$ cat src/rtl/pds_pkg.sv
`timescale 1ns / 1ps
// Package: constants, types and status codes shared by the PLL divider search block.
package pds_pkg;

    // Search ranges
    localparam int MAX_PRE_DIV  = 4;
    localparam int MIN_MULT     = 4;
    localparam int MAX_MULT     = 127;
    localparam int MAX_POST_DIV = 4;

    // Fixed field widths
    localparam int REF_W        = 32;
    localparam int RATE_W       = 32;
    localparam int CFG_W        = 22;
    localparam int COARSE_SHIFT = 10;
    localparam int PRE_OUT_W    = 3;
    localparam int MULT_OUT_W   = 7;
    localparam int POST_OUT_W   = 3;
    localparam int STATUS_W     = 2;

    // Derived widths
    localparam int PHASE_W    = REF_W - COARSE_SHIFT;
    localparam int PRE_W      = $clog2(MAX_PRE_DIV + 1);
    localparam int MULT_W     = $clog2(MAX_MULT + 1);
    localparam int POST_W     = $clog2(MAX_POST_DIV + 1);
    localparam int POST_IDX_W = (MAX_POST_DIV > 1) ? $clog2(MAX_POST_DIV) : 1;
    localparam int DIVISOR_W  = $clog2(MAX_PRE_DIV * MAX_POST_DIV + 1);
    localparam int VCO_W      = PHASE_W + MULT_W;
    localparam int EXACT_W    = REF_W + MULT_W;

    // Stream and register port widths
    localparam int S_TDATA_W = 64;
    localparam int M_TDATA_W = 48;
    localparam int M_TUSER_W = STATUS_W;
    localparam int PADDR_W   = 5;
    localparam int PDATA_W   = 32;
    localparam int REG_IDX_W = PADDR_W - 2;

    // Register map, one word per register
    typedef enum logic [REG_IDX_W-1:0] {
        REG_PHASE_MIN     = 3'd0,
        REG_PHASE_MAX     = 3'd1,
        REG_VCO_MIN       = 3'd2,
        REG_VCO_MAX       = 3'd3,
        REG_COARSE_WINDOW = 3'd4
    } reg_idx_t;

    typedef enum logic [STATUS_W-1:0] {
        STATUS_FOUND   = 2'd0,
        STATUS_TOO_LOW = 2'd1,
        STATUS_NONE    = 2'd2
    } status_t;

    typedef struct packed {
        logic [CFG_W-1:0] phase_min;
        logic [CFG_W-1:0] phase_max;
        logic [CFG_W-1:0] vco_min;
        logic [CFG_W-1:0] vco_max;
        logic [CFG_W-1:0] coarse_window;
    } cfg_t;

    // Controller to datapath
    typedef struct packed {
        logic                  load;
        logic                  div_start;
        logic                  walk;
        logic                  result_load;
        logic [PRE_W-1:0]      pre;
        logic [POST_IDX_W-1:0] pidx;
        logic [MULT_W-1:0]     mult;
    } pds_cmd_t;

    // Datapath to controller
    typedef struct packed {
        logic tcoarse_zero;
        logic div_done;
        logic phase_ok;
        logic pipe_busy;
        logic out_full;
    } pds_sts_t;

endpackage

$ cat src/rtl/pds_div.sv
`timescale 1ns / 1ps
// Restoring divider, one quotient bit per cycle, small divisor.
module pds_div
    import pds_pkg::*;
(
    input  logic                 aclk,
    input  logic                 aresetn,
    input  logic                 start,
    input  logic [REF_W-1:0]     dividend,
    input  logic [DIVISOR_W-1:0] divisor,
    output logic                 done,
    output logic [REF_W-1:0]     quotient,
    output logic [DIVISOR_W-1:0] remainder
);

    localparam int CNT_W = $clog2(REF_W + 1);

    logic                 busy_reg, busy_next;
    logic                 done_reg, done_next;
    logic [CNT_W-1:0]     cnt_reg, cnt_next;
    logic [REF_W-1:0]     quo_reg, quo_next;
    logic [DIVISOR_W-1:0] rem_reg, rem_next;
    logic [DIVISOR_W-1:0] dvs_reg, dvs_next;
    logic [DIVISOR_W:0]   trial;

    always_comb begin
        busy_next = busy_reg;
        done_next = 1'b0;
        cnt_next  = cnt_reg;
        quo_next  = quo_reg;
        rem_next  = rem_reg;
        dvs_next  = dvs_reg;
        trial     = {rem_reg, quo_reg[REF_W-1]};
        if (start) begin
            busy_next = 1'b1;
            cnt_next  = CNT_W'(REF_W);
            quo_next  = dividend;
            rem_next  = '0;
            dvs_next  = divisor;
        end else if (busy_reg) begin
            // partial remainder stays below the divisor
            if (trial >= {1'b0, dvs_reg}) begin
                rem_next = DIVISOR_W'(trial - {1'b0, dvs_reg});
                quo_next = {quo_reg[REF_W-2:0], 1'b1};
            end else begin
                rem_next = DIVISOR_W'(trial);
                quo_next = {quo_reg[REF_W-2:0], 1'b0};
            end
            cnt_next = cnt_reg - 1'b1;
            if (cnt_reg == CNT_W'(1)) begin
                busy_next = 1'b0;
                done_next = 1'b1;
            end
        end
    end

    always_ff @(posedge aclk) begin
        if (!aresetn) begin
            busy_reg <= 1'b0;
            done_reg <= 1'b0;
            cnt_reg  <= '0;
        end else begin
            busy_reg <= busy_next;
            done_reg <= done_next;
            cnt_reg  <= cnt_next;
        end
        quo_reg <= quo_next;
        rem_reg <= rem_next;
        dvs_reg <= dvs_next;
    end

    assign done      = done_reg;
    assign quotient  = quo_reg;
    assign remainder = rem_reg;

    a_no_restart: assert property (@(posedge aclk) disable iff (!aresetn)
        start |-> !busy_reg)
        else $error("divider started while busy");

endmodule

$ cat src/rtl/pds_dp.sv
`timescale 1ns / 1ps
// Datapath: divider, per-post accumulators, candidate pipeline, best tracking, result register.
module pds_dp
    import pds_pkg::*;
(
    input  logic                 aclk,
    input  logic                 aresetn,
    input  pds_cmd_t             cmd,
    output pds_sts_t             sts,
    input  cfg_t                 cfg,
    input  logic [S_TDATA_W-1:0] s_tdata,
    output logic                 m_tvalid,
    input  logic                 m_tready,
    output logic [M_TDATA_W-1:0] m_tdata,
    output logic [M_TUSER_W-1:0] m_tuser
);

    // input transaction
    logic [REF_W-1:0]   ref_reg;
    logic [RATE_W-1:0]  target_reg;
    logic [PHASE_W-1:0] tcoarse;

    // divider
    logic                 div_done;
    logic [REF_W-1:0]     div_quo;
    logic [DIVISOR_W-1:0] div_rem;

    // loop position decode
    logic [POST_IDX_W-1:0]      idx;
    logic [POST_W-1:0]          post;
    logic [PRE_W+POST_W-1:0]    d_full;
    logic [DIVISOR_W-1:0]       d;
    logic                       mult_ok;

    // per-pre setup values
    logic [PHASE_W-1:0]        phase_reg;
    logic [VCO_W-1:0]          vco_reg;
    logic [PHASE_W-1:0]        dq_coarse;
    logic [PHASE_W-1:0]        phase_src;
    logic [PHASE_W+POST_W-1:0] cq_prod;
    logic [PHASE_W+POST_W-1:0] cr_full;
    logic [POST_W-1:0]         cr_new;

    // per-post steps and running quotient/remainder pairs
    logic [REF_W-1:0]     step_q_reg  [MAX_POST_DIV];
    logic [DIVISOR_W-1:0] step_r_reg  [MAX_POST_DIV];
    logic [PHASE_W-1:0]   step_cq_reg [MAX_POST_DIV];
    logic [POST_W-1:0]    step_cr_reg [MAX_POST_DIV];
    logic [EXACT_W-1:0]   acc_q_reg   [MAX_POST_DIV];
    logic [DIVISOR_W-1:0] acc_r_reg   [MAX_POST_DIV];
    logic [VCO_W-1:0]     acc_cq_reg  [MAX_POST_DIV];
    logic [POST_W-1:0]    acc_cr_reg  [MAX_POST_DIV];

    logic [DIVISOR_W:0]   r_sum;
    logic                 r_wrap;
    logic [DIVISOR_W-1:0] acc_r_next;
    logic [EXACT_W-1:0]   acc_q_next;
    logic [POST_W:0]      cr_sum;
    logic                 cr_wrap;
    logic [POST_W-1:0]    acc_cr_next;
    logic [VCO_W-1:0]     acc_cq_next;

    // stage A: raw candidate
    logic                a_valid_reg;
    logic [EXACT_W-1:0]  a_exact_reg;
    logic [VCO_W-1:0]    a_coarse_reg;
    logic [VCO_W-1:0]    a_vco_reg;
    logic [PRE_W-1:0]    a_pre_reg;
    logic [MULT_W-1:0]   a_mult_reg;
    logic [POST_W-1:0]   a_post_reg;

    // stage B: filtered candidate
    logic [VCO_W-1:0]   tcoarse_ext;
    logic [VCO_W-1:0]   cdiff;
    logic               coarse_ok;
    logic               vco_ok;
    logic               fits;
    logic [RATE_W-1:0]  exact32;
    logic [RATE_W-1:0]  err;
    logic               b_valid_reg;
    logic [RATE_W-1:0]  b_err_reg;
    logic [CFG_W-1:0]   b_vco_reg;
    logic [RATE_W-1:0]  b_rate_reg;
    logic [PRE_W-1:0]   b_pre_reg;
    logic [MULT_W-1:0]  b_mult_reg;
    logic [POST_W-1:0]  b_post_reg;

    // stage C: best so far
    logic               take;
    logic               found_reg;
    logic [RATE_W-1:0]  best_err_reg;
    logic [CFG_W-1:0]   best_vco_reg;
    logic [RATE_W-1:0]  best_rate_reg;
    logic [PRE_W-1:0]   best_pre_reg;
    logic [MULT_W-1:0]  best_mult_reg;
    logic [POST_W-1:0]  best_post_reg;

    // result register
    logic                  out_valid_reg;
    logic [PRE_OUT_W-1:0]  out_pre_reg,  out_pre_next;
    logic [MULT_OUT_W-1:0] out_mult_reg, out_mult_next;
    logic [POST_OUT_W-1:0] out_post_reg, out_post_next;
    logic [RATE_W-1:0]     out_rate_reg, out_rate_next;
    status_t               out_status_reg, out_status_next;

    assign tcoarse = target_reg[RATE_W-1:COARSE_SHIFT];

    assign idx     = cmd.pidx;
    assign post    = POST_W'(cmd.pidx) + POST_W'(1);
    assign d_full  = {{POST_W{1'b0}}, cmd.pre} * {{PRE_W{1'b0}}, post};
    assign d       = DIVISOR_W'(d_full);
    assign mult_ok = int'(cmd.mult) >= MIN_MULT;

    pds_div u_div (
        .aclk      (aclk),
        .aresetn   (aresetn),
        .start     (cmd.div_start),
        .dividend  (ref_reg),
        .divisor   (d),
        .done      (div_done),
        .quotient  (div_quo),
        .remainder (div_rem)
    );

    // ref/(pre*post) >> 10 equals (phase)/post; remainder recovered by multiply-back
    assign dq_coarse = div_quo[REF_W-1:COARSE_SHIFT];
    assign phase_src = (idx == '0) ? dq_coarse : phase_reg;
    assign cq_prod   = {{POST_W{1'b0}}, dq_coarse} * {{PHASE_W{1'b0}}, post};
    assign cr_full   = {{POST_W{1'b0}}, phase_src} - cq_prod;
    assign cr_new    = POST_W'(cr_full);

    // step the selected pair by one multiplier increment
    always_comb begin
        r_sum       = {1'b0, acc_r_reg[idx]} + {1'b0, step_r_reg[idx]};
        r_wrap      = r_sum >= {1'b0, d};
        acc_r_next  = DIVISOR_W'(r_wrap ? (r_sum - {1'b0, d}) : r_sum);
        acc_q_next  = acc_q_reg[idx] + EXACT_W'(step_q_reg[idx]) + EXACT_W'(r_wrap);
        cr_sum      = {1'b0, acc_cr_reg[idx]} + {1'b0, step_cr_reg[idx]};
        cr_wrap     = cr_sum >= {1'b0, post};
        acc_cr_next = POST_W'(cr_wrap ? (cr_sum - {1'b0, post}) : cr_sum);
        acc_cq_next = acc_cq_reg[idx] + VCO_W'(step_cq_reg[idx]) + VCO_W'(cr_wrap);
    end

    always_ff @(posedge aclk) begin
        if (cmd.load) begin
            ref_reg    <= s_tdata[REF_W-1:0];
            target_reg <= s_tdata[REF_W+RATE_W-1:REF_W];
        end
        if (div_done) begin
            step_q_reg[idx]  <= div_quo;
            step_r_reg[idx]  <= div_rem;
            step_cq_reg[idx] <= dq_coarse;
            step_cr_reg[idx] <= cr_new;
            acc_q_reg[idx]   <= '0;
            acc_r_reg[idx]   <= '0;
            acc_cq_reg[idx]  <= '0;
            acc_cr_reg[idx]  <= '0;
            if (idx == '0) begin
                phase_reg <= dq_coarse;
                vco_reg   <= '0;
            end
        end else if (cmd.walk) begin
            acc_q_reg[idx]  <= acc_q_next;
            acc_r_reg[idx]  <= acc_r_next;
            acc_cq_reg[idx] <= acc_cq_next;
            acc_cr_reg[idx] <= acc_cr_next;
            if (idx == POST_IDX_W'(MAX_POST_DIV - 1)) begin
                vco_reg <= vco_reg + VCO_W'(phase_reg);
            end
        end
    end

    // stage A
    always_ff @(posedge aclk) begin
        if (!aresetn) begin
            a_valid_reg <= 1'b0;
        end else begin
            a_valid_reg <= cmd.walk && mult_ok;
        end
        a_exact_reg  <= acc_q_reg[idx];
        a_coarse_reg <= acc_cq_reg[idx];
        a_vco_reg    <= vco_reg;
        a_pre_reg    <= cmd.pre;
        a_mult_reg   <= cmd.mult;
        a_post_reg   <= post;
    end

    // stage B: windows and distance
    assign tcoarse_ext = VCO_W'(tcoarse);
    assign cdiff       = (a_coarse_reg >= tcoarse_ext) ? (a_coarse_reg - tcoarse_ext)
                                                       : (tcoarse_ext - a_coarse_reg);
    assign coarse_ok   = cdiff <= VCO_W'(cfg.coarse_window);
    assign vco_ok      = (a_vco_reg >= VCO_W'(cfg.vco_min)) && (a_vco_reg <= VCO_W'(cfg.vco_max));
    assign fits        = a_exact_reg[EXACT_W-1:RATE_W] == '0;
    assign exact32     = a_exact_reg[RATE_W-1:0];
    assign err         = (exact32 >= target_reg) ? (exact32 - target_reg)
                                                 : (target_reg - exact32);

    always_ff @(posedge aclk) begin
        if (!aresetn) begin
            b_valid_reg <= 1'b0;
        end else begin
            b_valid_reg <= a_valid_reg && vco_ok && coarse_ok && fits;
        end
        b_err_reg  <= err;
        b_vco_reg  <= CFG_W'(a_vco_reg);   // kept vco never exceeds vco_max
        b_rate_reg <= exact32;
        b_pre_reg  <= a_pre_reg;
        b_mult_reg <= a_mult_reg;
        b_post_reg <= a_post_reg;
    end

    // stage C: nearest wins, then lower vco, then earlier
    assign take = b_valid_reg && (!found_reg || (b_err_reg < best_err_reg) ||
                  ((b_err_reg == best_err_reg) && (b_vco_reg < best_vco_reg)));

    always_ff @(posedge aclk) begin
        if (!aresetn) begin
            found_reg <= 1'b0;
        end else if (cmd.load) begin
            found_reg <= 1'b0;
        end else if (take) begin
            found_reg <= 1'b1;
        end
        if (take) begin
            best_err_reg  <= b_err_reg;
            best_vco_reg  <= b_vco_reg;
            best_rate_reg <= b_rate_reg;
            best_pre_reg  <= b_pre_reg;
            best_mult_reg <= b_mult_reg;
            best_post_reg <= b_post_reg;
        end
    end

    // result
    always_comb begin
        out_pre_next    = '0;
        out_mult_next   = '0;
        out_post_next   = '0;
        out_rate_next   = '0;
        out_status_next = STATUS_FOUND;
        if (tcoarse == '0) begin
            out_status_next = STATUS_TOO_LOW;
        end else if (!found_reg) begin
            out_status_next = STATUS_NONE;
        end else begin
            out_pre_next  = PRE_OUT_W'(best_pre_reg);
            out_mult_next = MULT_OUT_W'(best_mult_reg);
            out_post_next = POST_OUT_W'(best_post_reg);
            out_rate_next = best_rate_reg;
        end
    end

    always_ff @(posedge aclk) begin
        if (!aresetn) begin
            out_valid_reg <= 1'b0;
        end else if (cmd.result_load) begin
            out_valid_reg <= 1'b1;
        end else if (m_tready) begin
            out_valid_reg <= 1'b0;
        end
        if (cmd.result_load) begin
            out_pre_reg    <= out_pre_next;
            out_mult_reg   <= out_mult_next;
            out_post_reg   <= out_post_next;
            out_rate_reg   <= out_rate_next;
            out_status_reg <= out_status_next;
        end
    end

    assign m_tvalid = out_valid_reg;
    assign m_tdata  = {{(M_TDATA_W - PRE_OUT_W - MULT_OUT_W - POST_OUT_W - RATE_W){1'b0}},
                       out_rate_reg, out_post_reg, out_mult_reg, out_pre_reg};
    assign m_tuser  = out_status_reg;

    assign sts.tcoarse_zero = tcoarse == '0;
    assign sts.div_done     = div_done;
    assign sts.phase_ok     = (phase_reg >= cfg.phase_min) && (phase_reg <= cfg.phase_max);
    assign sts.pipe_busy    = a_valid_reg || b_valid_reg;
    assign sts.out_full     = out_valid_reg;

    a_found_from_pipe: assert property (@(posedge aclk) disable iff (!aresetn)
        $rose(found_reg) |-> $past(b_valid_reg))
        else $error("best candidate set without a filtered candidate");

    a_no_walk_during_div: assert property (@(posedge aclk) disable iff (!aresetn)
        div_done |-> !cmd.walk)
        else $error("division finished during the multiplier walk");

endmodule

$ cat src/rtl/pds_ctrl.sv
`timescale 1ns / 1ps
// Controller: sequences setup divisions, the divider walk and result hand-off.
module pds_ctrl
    import pds_pkg::*;
(
    input  logic     aclk,
    input  logic     aresetn,
    input  logic     s_tvalid,
    output logic     s_tready,
    input  pds_sts_t sts,
    output pds_cmd_t cmd
);

    typedef enum logic [7:0] {
        ST_IDLE        = 8'b0000_0001,
        ST_TEST        = 8'b0000_0010,
        ST_DIV_START   = 8'b0000_0100,
        ST_DIV_WAIT    = 8'b0000_1000,
        ST_PHASE_CHECK = 8'b0001_0000,
        ST_WALK        = 8'b0010_0000,
        ST_DRAIN       = 8'b0100_0000,
        ST_FINISH      = 8'b1000_0000
    } state_t;

    state_t                state_reg, state_next;
    logic [PRE_W-1:0]      pre_reg, pre_next;
    logic [POST_IDX_W-1:0] pidx_reg, pidx_next;
    logic [MULT_W-1:0]     mult_reg, mult_next;
    logic                  last_pre;
    logic                  last_pidx;
    logic                  last_mult;

    assign last_pre  = pre_reg == PRE_W'(MAX_PRE_DIV);
    assign last_pidx = pidx_reg == POST_IDX_W'(MAX_POST_DIV - 1);
    assign last_mult = mult_reg == MULT_W'(MAX_MULT);

    always_comb begin
        state_next      = state_reg;
        pre_next        = pre_reg;
        pidx_next       = pidx_reg;
        mult_next       = mult_reg;
        cmd             = '0;
        cmd.pre         = pre_reg;
        cmd.pidx        = pidx_reg;
        cmd.mult        = mult_reg;
        unique case (state_reg)
            ST_IDLE: begin
                if (s_tvalid) begin
                    cmd.load   = 1'b1;
                    state_next = ST_TEST;
                end
            end
            ST_TEST: begin
                if (sts.tcoarse_zero) begin
                    state_next = ST_FINISH;
                end else begin
                    pre_next   = PRE_W'(1);
                    pidx_next  = '0;
                    state_next = ST_DIV_START;
                end
            end
            ST_DIV_START: begin
                cmd.div_start = 1'b1;
                state_next    = ST_DIV_WAIT;
            end
            ST_DIV_WAIT: begin
                if (sts.div_done) begin
                    if (pidx_reg == '0) begin
                        state_next = ST_PHASE_CHECK;
                    end else if (last_pidx) begin
                        pidx_next  = '0;
                        mult_next  = '0;
                        state_next = ST_WALK;
                    end else begin
                        pidx_next  = pidx_reg + 1'b1;
                        state_next = ST_DIV_START;
                    end
                end
            end
            ST_PHASE_CHECK: begin
                if (!sts.phase_ok) begin
                    if (last_pre) begin
                        state_next = ST_DRAIN;
                    end else begin
                        pre_next   = pre_reg + 1'b1;
                        pidx_next  = '0;
                        state_next = ST_DIV_START;
                    end
                end else if (last_pidx) begin
                    pidx_next  = '0;
                    mult_next  = '0;
                    state_next = ST_WALK;
                end else begin
                    pidx_next  = pidx_reg + 1'b1;
                    state_next = ST_DIV_START;
                end
            end
            ST_WALK: begin
                cmd.walk = 1'b1;
                if (last_pidx) begin
                    pidx_next = '0;
                    if (last_mult) begin
                        if (last_pre) begin
                            state_next = ST_DRAIN;
                        end else begin
                            pre_next   = pre_reg + 1'b1;
                            state_next = ST_DIV_START;
                        end
                    end else begin
                        mult_next = mult_reg + 1'b1;
                    end
                end else begin
                    pidx_next = pidx_reg + 1'b1;
                end
            end
            ST_DRAIN: begin
                if (!sts.pipe_busy) begin
                    state_next = ST_FINISH;
                end
            end
            ST_FINISH: begin
                if (!sts.out_full) begin
                    cmd.result_load = 1'b1;
                    state_next      = ST_IDLE;
                end
            end
            default: begin
                state_next = ST_IDLE;
            end
        endcase
    end

    always_ff @(posedge aclk) begin
        if (!aresetn) begin
            state_reg <= ST_IDLE;
            pre_reg   <= '0;
            pidx_reg  <= '0;
            mult_reg  <= '0;
        end else begin
            state_reg <= state_next;
            pre_reg   <= pre_next;
            pidx_reg  <= pidx_next;
            mult_reg  <= mult_next;
        end
    end

    assign s_tready = state_reg == ST_IDLE;

    a_load_into_free_slot: assert property (@(posedge aclk) disable iff (!aresetn)
        cmd.result_load |-> !sts.out_full)
        else $error("result loaded over an untaken result");

    a_walk_pre_in_range: assert property (@(posedge aclk) disable iff (!aresetn)
        cmd.walk |-> (pre_reg != '0) && (pre_reg <= PRE_W'(MAX_PRE_DIV)))
        else $error("walk with pre-divider out of range");

endmodule

$ cat src/rtl/pll_divider_search_top.sv
`timescale 1ns / 1ps
// Top level: PLL divider search with stream ports and register port.
// A target below 1024 Hz skips the search. Otherwise setup divisions run for each of
//   P = pre-dividers (4), and the walk for W = those whose phase clock lies in window.
// Throughput: one transaction at a time; set by the shared divider (up to four
//   divisions per pre-divider) and the walk of one divider triple per cycle.
// A finished result waits in the output register while the next transaction is taken.
// Reset: aresetn synchronous, active low; registers return to their defaults, block idle.
module pll_divider_search_top
    import pds_pkg::*;
(
    input  logic                 aclk,
    input  logic                 aresetn,

    // input transactions
    input  logic                 s_tvalid,
    output logic                 s_tready,
    input  logic [S_TDATA_W-1:0] s_tdata,   // [31:0] reference_rate, [63:32] target_rate

    // result transactions
    output logic                 m_tvalid,
    input  logic                 m_tready,
    output logic [M_TDATA_W-1:0] m_tdata,   // [2:0] pre_divider, [9:3] multiplier,
                                            // [12:10] post_divider, [44:13] achieved_rate
    output logic [M_TUSER_W-1:0] m_tuser,   // [1:0] status

    // register port
    input  logic                 psel,
    input  logic                 penable,
    input  logic                 pwrite,
    input  logic [PADDR_W-1:0]   paddr,
    input  logic [PDATA_W-1:0]   pwdata,
    output logic [PDATA_W-1:0]   prdata,
    output logic                 pready
);

    // defaults in 1024 Hz units
    localparam logic [CFG_W-1:0] PHASE_MIN_RST     = 22'd976;
    localparam logic [CFG_W-1:0] PHASE_MAX_RST     = 22'd4882;
    localparam logic [CFG_W-1:0] VCO_MIN_RST       = 22'd122070;
    localparam logic [CFG_W-1:0] VCO_MAX_RST       = 22'd1464843;
    localparam logic [CFG_W-1:0] COARSE_WINDOW_RST = 22'd10000;

    cfg_t                 cfg_reg, cfg_next;
    logic                 wr_en;
    logic [REG_IDX_W-1:0] reg_idx;
    logic [CFG_W-1:0]     wr_val;
    pds_cmd_t             cmd;
    pds_sts_t             sts;

    assign pready  = 1'b1;
    assign wr_en   = psel && penable && pwrite;
    assign reg_idx = paddr[PADDR_W-1:2];
    assign wr_val  = pwdata[CFG_W-1:0];

    // register writes; addresses past the map are ignored
    always_comb begin
        cfg_next = cfg_reg;
        if (wr_en) begin
            unique case (reg_idx)
                REG_PHASE_MIN:     cfg_next.phase_min     = wr_val;
                REG_PHASE_MAX:     cfg_next.phase_max     = wr_val;
                REG_VCO_MIN:       cfg_next.vco_min       = wr_val;
                REG_VCO_MAX:       cfg_next.vco_max       = wr_val;
                REG_COARSE_WINDOW: cfg_next.coarse_window = wr_val;
                default:           cfg_next = cfg_reg;
            endcase
        end
    end

    always_ff @(posedge aclk) begin
        if (!aresetn) begin
            cfg_reg.phase_min     <= PHASE_MIN_RST;
            cfg_reg.phase_max     <= PHASE_MAX_RST;
            cfg_reg.vco_min       <= VCO_MIN_RST;
            cfg_reg.vco_max       <= VCO_MAX_RST;
            cfg_reg.coarse_window <= COARSE_WINDOW_RST;
        end else begin
            cfg_reg <= cfg_next;
        end
    end

    // read back
    always_comb begin
        unique case (reg_idx)
            REG_PHASE_MIN:     prdata = PDATA_W'(cfg_reg.phase_min);
            REG_PHASE_MAX:     prdata = PDATA_W'(cfg_reg.phase_max);
            REG_VCO_MIN:       prdata = PDATA_W'(cfg_reg.vco_min);
            REG_VCO_MAX:       prdata = PDATA_W'(cfg_reg.vco_max);
            REG_COARSE_WINDOW: prdata = PDATA_W'(cfg_reg.coarse_window);
            default:           prdata = '0;
        endcase
    end

    // sequencer: setup divisions per pre-divider, then the multiplier/post walk
    pds_ctrl u_ctrl (
        .aclk     (aclk),
        .aresetn  (aresetn),
        .s_tvalid (s_tvalid),
        .s_tready (s_tready),
        .sts      (sts),
        .cmd      (cmd)
    );

    // arithmetic, best-candidate tracking and output register
    pds_dp u_dp (
        .aclk     (aclk),
        .aresetn  (aresetn),
        .cmd      (cmd),
        .sts      (sts),
        .cfg      (cfg_reg),
        .s_tdata  (s_tdata),
        .m_tvalid (m_tvalid),
        .m_tready (m_tready),
        .m_tdata  (m_tdata),
        .m_tuser  (m_tuser)
    );

endmodule
$ cat config.mk
export PLATFORM = sky130hd
export DESIGN_NAME = pll_divider_search_top
export DESIGN_NICKNAME = d
export VERILOG_FILES = /design/src/rtl/pds_pkg.sv /design/src/rtl/pds_div.sv /design/src/rtl/pds_dp.sv /design/src/rtl/pds_ctrl.sv /design/src/rtl/pll_divider_search_top.sv
export SDC_FILE = /design/constraint.sdc
export NUM_CORES = 2
export LEC_CHECK = 0
export BUFFER_PORTS_ARGS = -buffer_cell sky130_fd_sc_hd__buf_2
export CAP_MARGIN = 20
export CORE_MARGIN = 4
export CORE_UTILIZATION = 25
export DETAILED_ROUTE_END_ITERATION = 12
export GPL_TIMING_DRIVEN = 0
export PLACE_DENSITY = 0.37
export SLEW_MARGIN = 20
export SYNTH_ARGS = -nofsm -noshare
export SYNTH_HDL_FRONTEND = slang
export SYNTH_HIERARCHICAL = 1
export SYNTH_SLANG_ARGS = --single-unit
$ cat constraint.sdc
create_clock -name aclk -period 24.9 [get_ports aclk]
set_input_delay 2.49 -clock aclk [delete_from_list [all_inputs] [get_ports aclk]]
set_output_delay 2.49 -clock aclk [all_outputs]
set_load 0.02 [all_outputs]
==> flow_metrics.py <==
metrics = {
    "drt": {
        "first_pass_iters": 5,
        "drtIter0Drc": 2696,
        "drc": 0,
        "wl_per_cell_um": 23.2,
        "viasPerCell": 4.61,
        "wl_mm": 175,
        "ant_nets": 0,
        "via_count": 34845,
    },
    "power_and_ir_drop": {
        "vdd_drop_max_mv": 0.0565,
        "intPower_mw": 3.28,
        "p_leak_nw": 23.9,
        "p_seq_frac": 0.467,
        "p_sw_mw": 1.07,
        "powerDensity_nw_per_um2": 69.5,
        "swShare": 0.246,
        "clockPowerShare": 0.448,
        "pwr-share-comb": 0.085,
    },
    "logic_synthesis": {
        "synth_adder_area_share": 0.0965,
        "ys_seq_area_frac": 0.558,
        "yosys.area_share.simple": 0.0898,
        "syn_area_per_cell_um2": 12.3,
        "postSynthCellCount": 4276,
        "synthXorXnorAreaFrac": 0.0243,
        "synth_top_family_by_area": "compound AO/OA/AOI/OAI gates",
        "synth_area_um2": 52800,
        "ys_ff_latch": 1099,
        "synth_compound_area_frac": 0.108,
        "synth_top_area_share": 0.423,
        "synthTopCellsByArea": "edfxtp_1, dfxtp_1, ha_1, mux4_2, inv_1",
        "synth-main-ff-cell": "edfxtp_1",
        "yosys.area.top_type": "edfxtp_1",
        "synth_mux_area_frac": 0.0803,
        "synth_warnings": 6,
        "synth_edf_count": 743,
        "synthArstFlopShare": 0,
        "yosysUniqueCellTypes": 107,
    },
    "sta": {
        "fin_crit_sh": 0.414,
        "timing.fmax_mhz": 97.1,
        "setup_tns_ps": 0,
        "slew-limit-headroom": 0.222,
        "setup_viol": 0,
        "rsz0062_at_grt": "false",
        "finalClockSkew_ps": 26.3,
        "setup_slack_ps": 14600,
        "drv_slew": 0,
        "whs_ps": 311,
        "tightest_slew_ps": 1170,
        "hold_viol": 0,
        "min_period_ps": 10300,
    },
    "clocking": {
        "cts_hold_buffers": 0,
        "clkLatencyLatePin_ps": 770,
        "ctsHtreeMaxLevel": 4,
        "clk_path_buf_depth": 3,
        "post_cts_resized": 0,
        "cts_setup_buffers": 0,
        "cts_root_buffer": "clkbuf_16",
        "numCtsBuffers": 139,
        "clkSlewWorstSetupHoldPaths_ps": 60,
        "cts_tree": "done",
        "clkSinkCount": 1099,
    },
    "floorplanning": {
        "initial_utilization": 0.252,
        "die_w_um": 468,
        "io_pins": 193,
        "coreArea_um2": 210000,
        "row_count": 168,
        "die_h_um": 468,
        "dieArea_um2": 219000,
    },
    "final_layout": {
        "drive_gt1_frac": 0.143,
        "layout_commonest_cell": "edfxtp_1",
        "fill_cells": 21609,
        "instances_no_fill": 7552,
        "mostFrequentLayoutCells": "edfxtp_1, inv_1, ha_1",
        "multi_input_comb_area_um2": 21200,
        "synthToLayoutAreaGrowth_pct": 18.5,
        "post-route-cell-area_um2": 62600,
        "fin_nets": 5136,
        "largest_register_ffs": 156,
        "seq_area_um2": 29400,
    },
    "grt": {
        "grt_pass1_wl_mm": 250,
        "grt_usage": 0.158,
        "grt_start_max_net_pins": 43,
        "antenna_found_initial": 27,
        "grt_pass1_vias": 35142,
        "grt_overflow": 0,
    },
    "critical_path": {
        "start_kind": "flop",
        "required_ps": 25400,
        "path_class": "flop to flop",
        "endpoint_kind": "flop",
        "cpPeakStageDelay_ps": 880,
        "worstPathArrival_ps": 10800,
        "cp_num_buf_inv": 7,
        "worstPathMaxFanout": 10,
        "cpMostUsedCell": "fa_1",
        "slowest_stage": "a2111oi_0",
        "cpLargestDelayFamily": "buffers and inverters",
    },
    "flow_run": {
        "maxCapViolCount": 0,
    },
    "placed_design": {
        "dpl_worst_slack_ps": 14390,
        "dp.cells": 7294,
        "dp_hpwl_mm": 135,
        "gp_congestion": 0.879,
        "port_buffers": 165,
        "dpl_cell_area_um2": 58200,
    },
    "hold_path": {
        "hold_class": "flop to flop",
    },
    "outcome": {
        "status": "completed",
    },
}
==> power groups by stage <==
| stage | Sequential (mW) | Combinational [mW] | Clock (mW) |
|---|---|---|---|
| CTS | 2.03 | 0.377 | 2.02 |
| global route | 2.04 | 0.414 | 2.10 |
| global placement | 2.07 | 0.375 | 0 |
| finish | 2.03 | 0.372 | 1.95 |
| detailed placement | 2.07 | 0.375 | 0 |
| floorplan | 2.05 | 0.250 | 0 |
==> routing by layer <==
metal,vias to the layer above,track usage,wire length (um)
li1,16475,-,-
met1,17256,0.222,82800
met2,885,0.248,78600
met3,229,0.0254,8360
met4,0,0.0491,5060
met5,-,0,0
==> through the flow <==
stage | util | total power, mW
4_1_cts | 0.298 | 4.43
3_5_place_dp | 0.277 | 2.44
6_report | 0.298 | 4.35
2_1_floorplan | - | 2.30
5_1_grt | 0.298 | 4.55
3_3_place_gp | 0.273 | 2.45
==> final timing paths <==
path | to | slack, ps | depth (start not counted) | from
worst min-delay path | u_dp/b_pre_reg[2]$_DFF_P_ | 310 | 0 | u_dp/a_pre_reg[2]$_DFF_P_
worst min register to register | u_dp/b_pre_reg[2]$_DFF_P_ | 310 | 0 | u_dp/a_pre_reg[2]$_DFF_P_
worst max register to register | u_dp/acc_q_reg[1][36]$_DFFE_PP_ | 14600 | 30 | u_ctrl/pidx_reg[1]$_SDFFE_PN0P_
worst max-delay path | u_dp/acc_q_reg[1][36]$_DFFE_PP_ | 14600 | 30 | u_ctrl/pidx_reg[1]$_SDFFE_PN0P_
==> cells in the mapped netlist, drive strengths merged, types with 8 or more instances <==
library cell	count
edfxtp	743
inv	381
ha	380
dfxtp	356
a21oi	250
nor2	241
nand2	238
o21ai	172
a21o	129
mux2i	121
mux4	116
buf	91
xnor2	86
clkbuf	80
nor2b	74
and2	68
nand3	65
nand4	59
xor2	58
nor3	54
o211ai	47
mux2	37
o21bai	36
a31oi	31
nand2b	27
a211oi	26
o21a	26
and3	24
a221o	23
o2bb2ai	21
nor4	18
fa	17
or2	14
a2111oi	11
or3	10
a41oi	9
nand3b	9
nor3b	8
==> area by class of cell <==
class	instances	area share
flip-flops and latches	1099	0.470
clock buffers	191	0.0613
inverters	381	0.0229
repair buffers	203	0.0274
multi-input cells	2636	0.339
clock inverters	61	0.00898
diodes	5	0.000200
plain buffers	171	0.0138
well taps	2805	0.0561
==> cells by family after synthesis <==
| family | Yosys count |
|---|---|
| flops | 1099 |
| simple gates | 940 |
| compound gates | 866 |
| buf+inv | 552 |
| fa+ha+maj | 397 |
| mux | 274 |
| xor+xnor | 145 |
| other cells | 3 |
Power figures use the tool's default switching activity.
